$ cat src/pri_pkg.sv
// Shared widths and constants of the PageRank power iteration block.
package pri_pkg;

    localparam int MAX_VERTICES = 64;
    localparam int VIDX_W       = $clog2(MAX_VERTICES);
    localparam int NCNT_W       = $clog2(MAX_VERTICES + 1);
    localparam int RANK_W       = 32;
    localparam int DEG_W        = 16;
    localparam int ROW_W        = MAX_VERTICES + DEG_W;
    localparam int DIV_W        = 33;
    localparam int OTHER_W      = 33;
    localparam int EDGE_W       = 34;
    localparam int WGT_W        = EDGE_W + OTHER_W;
    localparam int ACC_W        = 41;
    localparam int REM_W        = DEG_W;
    localparam int DCNT_W       = $clog2(DIV_W + 1);

    localparam logic [1:0] KIND_EDGE  = 2'd0;
    localparam logic [1:0] KIND_RUN   = 2'd1;
    localparam logic [1:0] KIND_CLEAR = 2'd2;

    localparam logic [1:0] CFG_VCOUNT = 2'd0;
    localparam logic [1:0] CFG_ITERS  = 2'd1;
    localparam logic [1:0] CFG_WEIGHT = 2'd2;

    localparam logic [6:0]  VCOUNT_RST = 7'd64;
    localparam logic [7:0]  ITERS_RST  = 8'd20;
    localparam logic [15:0] WEIGHT_RST = 16'd55706;

endpackage

$ cat src/pri_div.sv
// Restoring divider that retires one quotient bit per cycle.
module pri_div (
    input  logic                      clk,
    input  logic                      rst_n,
    input  logic                      start,
    input  logic [pri_pkg::DIV_W-1:0] dividend,
    input  logic [pri_pkg::DEG_W-1:0] divisor,
    output logic                      done,
    output logic [pri_pkg::DIV_W-1:0] quotient
);

    logic [pri_pkg::DIV_W-1:0]  quo_reg, quo_next;
    logic [pri_pkg::REM_W-1:0]  rem_reg, rem_next;
    logic [pri_pkg::DEG_W-1:0]  dvs_reg, dvs_next;
    logic [pri_pkg::DCNT_W-1:0] cnt_reg, cnt_next;
    logic                       busy_reg, busy_next;
    logic                       done_reg, done_next;
    logic [pri_pkg::REM_W:0]    shifted;
    logic                       fits;

    always_comb
    begin
        quo_next  = quo_reg;
        rem_next  = rem_reg;
        dvs_next  = dvs_reg;
        cnt_next  = cnt_reg;
        busy_next = busy_reg;
        done_next = 1'b0;
        shifted   = {rem_reg, quo_reg[pri_pkg::DIV_W-1]};
        fits      = shifted >= {1'b0, dvs_reg};
        if (start)
        begin
            quo_next  = dividend;
            rem_next  = '0;
            dvs_next  = divisor;
            cnt_next  = pri_pkg::DCNT_W'(pri_pkg::DIV_W);
            busy_next = 1'b1;
        end
        else if (busy_reg)
        begin
            if (fits)
            begin
                rem_next = pri_pkg::REM_W'(shifted - {1'b0, dvs_reg});
            end
            else
            begin
                rem_next = shifted[pri_pkg::REM_W-1:0];
            end
            quo_next = {quo_reg[pri_pkg::DIV_W-2:0], fits};
            cnt_next = cnt_reg - 1'b1;
            if (cnt_reg == pri_pkg::DCNT_W'(1))
            begin
                busy_next = 1'b0;
                done_next = 1'b1;
            end
        end
    end

    always_ff @(posedge clk or negedge rst_n)
    begin
        if (!rst_n)
        begin
            busy_reg <= 1'b0;
            done_reg <= 1'b0;
            cnt_reg  <= '0;
        end
        else
        begin
            busy_reg <= busy_next;
            done_reg <= done_next;
            cnt_reg  <= cnt_next;
        end
    end

    always_ff @(posedge clk)
    begin
        quo_reg <= quo_next;
        rem_reg <= rem_next;
        dvs_reg <= dvs_next;
    end

    assign done     = done_reg;
    assign quotient = quo_reg;

endmodule
$ cat config.mk
export PLATFORM = sky130hd
export DESIGN_NAME = pri_div
export DESIGN_NICKNAME = d
export VERILOG_FILES = /design/src/pri_pkg.sv /design/src/pri_div.sv
export SDC_FILE = /design/constraint.sdc
export NUM_CORES = 1
export LEC_CHECK = 0
export BUFFER_PORTS_ARGS = -buffer_cell sky130_fd_sc_hd__buf_4
export CORE_ASPECT_RATIO = 1.75
export CORE_MARGIN = 5
export CORE_UTILIZATION = 54
export DETAILED_ROUTE_END_ITERATION = 10
export HOLD_SLACK_MARGIN = 0.15
export PLACE_DENSITY = 0.8
export RECOVER_POWER = 100
export SETUP_SLACK_MARGIN = 0.1
export SYNTH_ARGS = -nofsm -noshare
export SYNTH_HDL_FRONTEND = slang
export SYNTH_SLANG_ARGS = --single-unit
$ cat constraint.sdc
create_clock -name clk -period 2.6 [get_ports clk]
set_input_delay 0.13 -clock clk [delete_from_list [all_inputs] [get_ports clk]]
set_output_delay 0.13 -clock clk [all_outputs]
set_load 0.01 [all_outputs]
==> impl_results.md <==
* Status: finished clean
* Boundary pin count at 86
* Share of layout cells above drive strength 1 at 25.4%
* Initial Util at 55.0%
* Reg clk slew, reported paths at 0.06 ns
* Max-cap violations at 0
* Slew Limit Headroom at 12.4%
* Total global routing overflow at 0
* Ys Warns at 0
* Fill count at 434
* FF-to-FF path depth at 9
* N_diodes at 0
* Skew-Pair Late Insertion Delay at 0.34 ns
* Core box area at 6860 um2
* Final GP Congestion at 0.904
* Hpwl dp at 6310 um
* HP Class: in2async
* EDFF count, synth at 49
* Synth Register Bits at 73
* Commonest non-fill, non-tap cell in the layout: dlygate4sd3_1
* Initial antenna violation count at 0
* Psw at 1.35 mW
* CP max-delay cell: edfxtp_1
* CP Launch Type: flop
* First-pass GRT wire length at 17000 um
* Cell variety after synth at 48
* Clk pwr share at 28.9%
* Largest net degree at the start of global routing at 45
* Num rows at 40
* CTS sink count at 73
* Die H at 121 um
* P&R area growth vs syn at 39.7%
* Reg power frac at 40.4%
* Crit. End Element: flop
* CP Cell Sequence: inv_1 -> ha_2 -> a21o_1 -> o2111a_2 -> o31ai_4 -> o21a_2 -> buf_4 -> mux2i_1 -> a211oi_1
* RSZ-0062 raised after global routing: yes
* Clk_skew at 0.0101 ns
* Crit path depth at 9
* Per-cell routed wire length at 20.0 um
* ANT nets after route at 0
* Die area at 8820 um2
* Top Family by Delay on Critical Path: compound AO/OA/AOI/OAI gates
* Via count at 3154
* Slowest cell delay on critical path at 0.36 ns
* Asr flop ratio synth at 11.0%
* Cell Int Power at 2.86 mW
* Main synth FF type: edfxtp_1
* Period utilization at 95.2%
* Die X at 73.2 um
* Most frequent cells in the layout: dlygate4sd3_1, edfxtp_1, clkbuf_1, clkbuf_4, mux2_2
* DRC at 0
* Number of port buffers at 85
* CP Max Fanout at 6
* Critical Path AT at 2.63 ns
* Max Fclk at 404 MHz
* Initial DRT Pass Iterations at 5
* Highest ir drop seen on vdd at 0.553 mV
* Root buffer cell: clkbuf_16
* Synthesized instance count at 315
* Buf/Inv on CP at 2
* Fin cells at 549
* Final Core Density at 76.9%
* Switching share of power at 32.1%
* Sequential fraction of the synthesis area at 52.8%
* Max-slew violation count at 0
* Setup TNS Final at 0 ns
* Minimum clock period at 2.48 ns
* WP data required at 2.75 ns
* CTS tree: done
* DRT iter0 DRCs at 243
* # setup viols final at 0
* Slew @ Worst Pin at 1.31 ns
* Gate power share at 30.7%
* DP Cell Count at 478
* Leak at 2.24 nW
* PD cells at 800 nW/um2
* Routed WL at 11000 um
* Critical path class: reg2reg
* Vias in the first global route at 3465
* Syn_nets at 386
* Max reg flops at 33
* Hold Fails Final Rpt at 0
* Mapped cell area at 3770 um2
* Vias/cell at 5.74
* Overall Global Routing Usage at 25.6%
* Layout Nets at 531
* Max clock buf depth at 2
* Sequential standard cell area at 1990 um2
* Num CTS Buffers at 9
* Avg Cell Area, Syn at 12.0 um2
* H-tree depth at 3
* Multi-input gate area at 1680 um2
[cell type report]
type	instances	area share (%)
Timing Repair Buffer	147	21.3
Tap cell	84	1.99
Clock inverter	4	0.831
Clock buffer	12	4.68
Sequential cell	73	37.8
Multi-Input combinational cell	206	31.8
Inverter	23	1.64
[stage by stage]
stage	hold WS, ns	worst slack [ns]	instance area [um2]	power, mW
2_1_floorplan	-0.166	0.371	3770	2.44
3_3_place_gp	-0.0470	0.149	4490	2.84
3_5_place_dp	-0.0472	0.100	4490	2.87
4_1_cts	0.159	0.122	5280	4.16
5_1_grt	0.287	0.0212	5270	4.42
6_report	0.232	0.124	5270	4.21
[cell families (layout without fill, tap and decap cells)]
logic type	after synthesis	after routing	share of synthesized area, %
xor+xnor	17	17	3.95
compound gates	60	60	11.4
buf+inv	36	186	4.31
fa+ha+maj	19	19	6.50
simple gates	66	66	8.33
flops	73	73	52.8
mux	44	44	12.7
[cell usage after synthesis (all sizes together) (6+ instances only)]
cell type,n,area (um2)
xnor2,9,78.8
dfrtp,8,200
xor2,8,70.1
nor2,22,82.6
a211oi,11,87.6
mux2,32,360
dfxtp,16,320
mux2i,12,120
inv,23,86.3
nand2,18,67.6
o21ai,12,60.1
nand2b,6,37.5
buf,8,57.5
edfxtp,49,1470
a21oi,13,65.1
ha,18,225
[layer usage]
layer  share of wire, %  vias to the layer above  GRT usage (%)
met2                 54                      137           43.8
met5                  0                        -              0
met3                5.7                       49           6.74
met1                 34                     1514           26.4
li1                   -                     1454              -
met4                5.6                        0           17.2
[final timing paths]
check	slack (ns)	end	start
setup / recovery	0.12	rem_reg[2]	dvs_reg[4]
max in group asynchronous	2.08	done	rst_n
min in group clk	0.26	cnt_reg[4]	start
hold reg to reg	0.49	rem_reg[10]	rem_reg[10]
setup reg to reg	0.12	rem_reg[2]	dvs_reg[4]
hold / removal	0.23	cnt_reg[2]	rst_n
[timing repair]
item                                    CTS  global route
hold endpoints to repair                 57             0
gates cloned                              0             1
setup buffers                             0             4
resized for setup                         1            14
pin swaps                                 0             4
endpoints found under the setup margin    1             7
hold buffers                             50             0
[power by group through the flow]
stage / Sequential (mW) / Clock, mW / Combinational (mW)
after global routing: 1.73 / 1.29 / 1.40
after floorplan: 1.70 / 0 / 0.735
after detailed placement: 1.69 / 0 / 1.18
after CTS: 1.67 / 1.22 / 1.26
after global placement: 1.68 / 0 / 1.16
final: 1.70 / 1.22 / 1.29
[worst register-to-register path, stage by stage (launching register included)]
cell and delay, ns:
edfxtp_1 0.36, inv_1 0.08, ha_2 0.31, a21o_1 0.24, o2111a_2 0.29, o31ai_4 0.27, o21a_2 0.26, buf_4 0.19
mux2i_1 0.21, a211oi_1 0.09
Power figures use the tool's default switching activity.
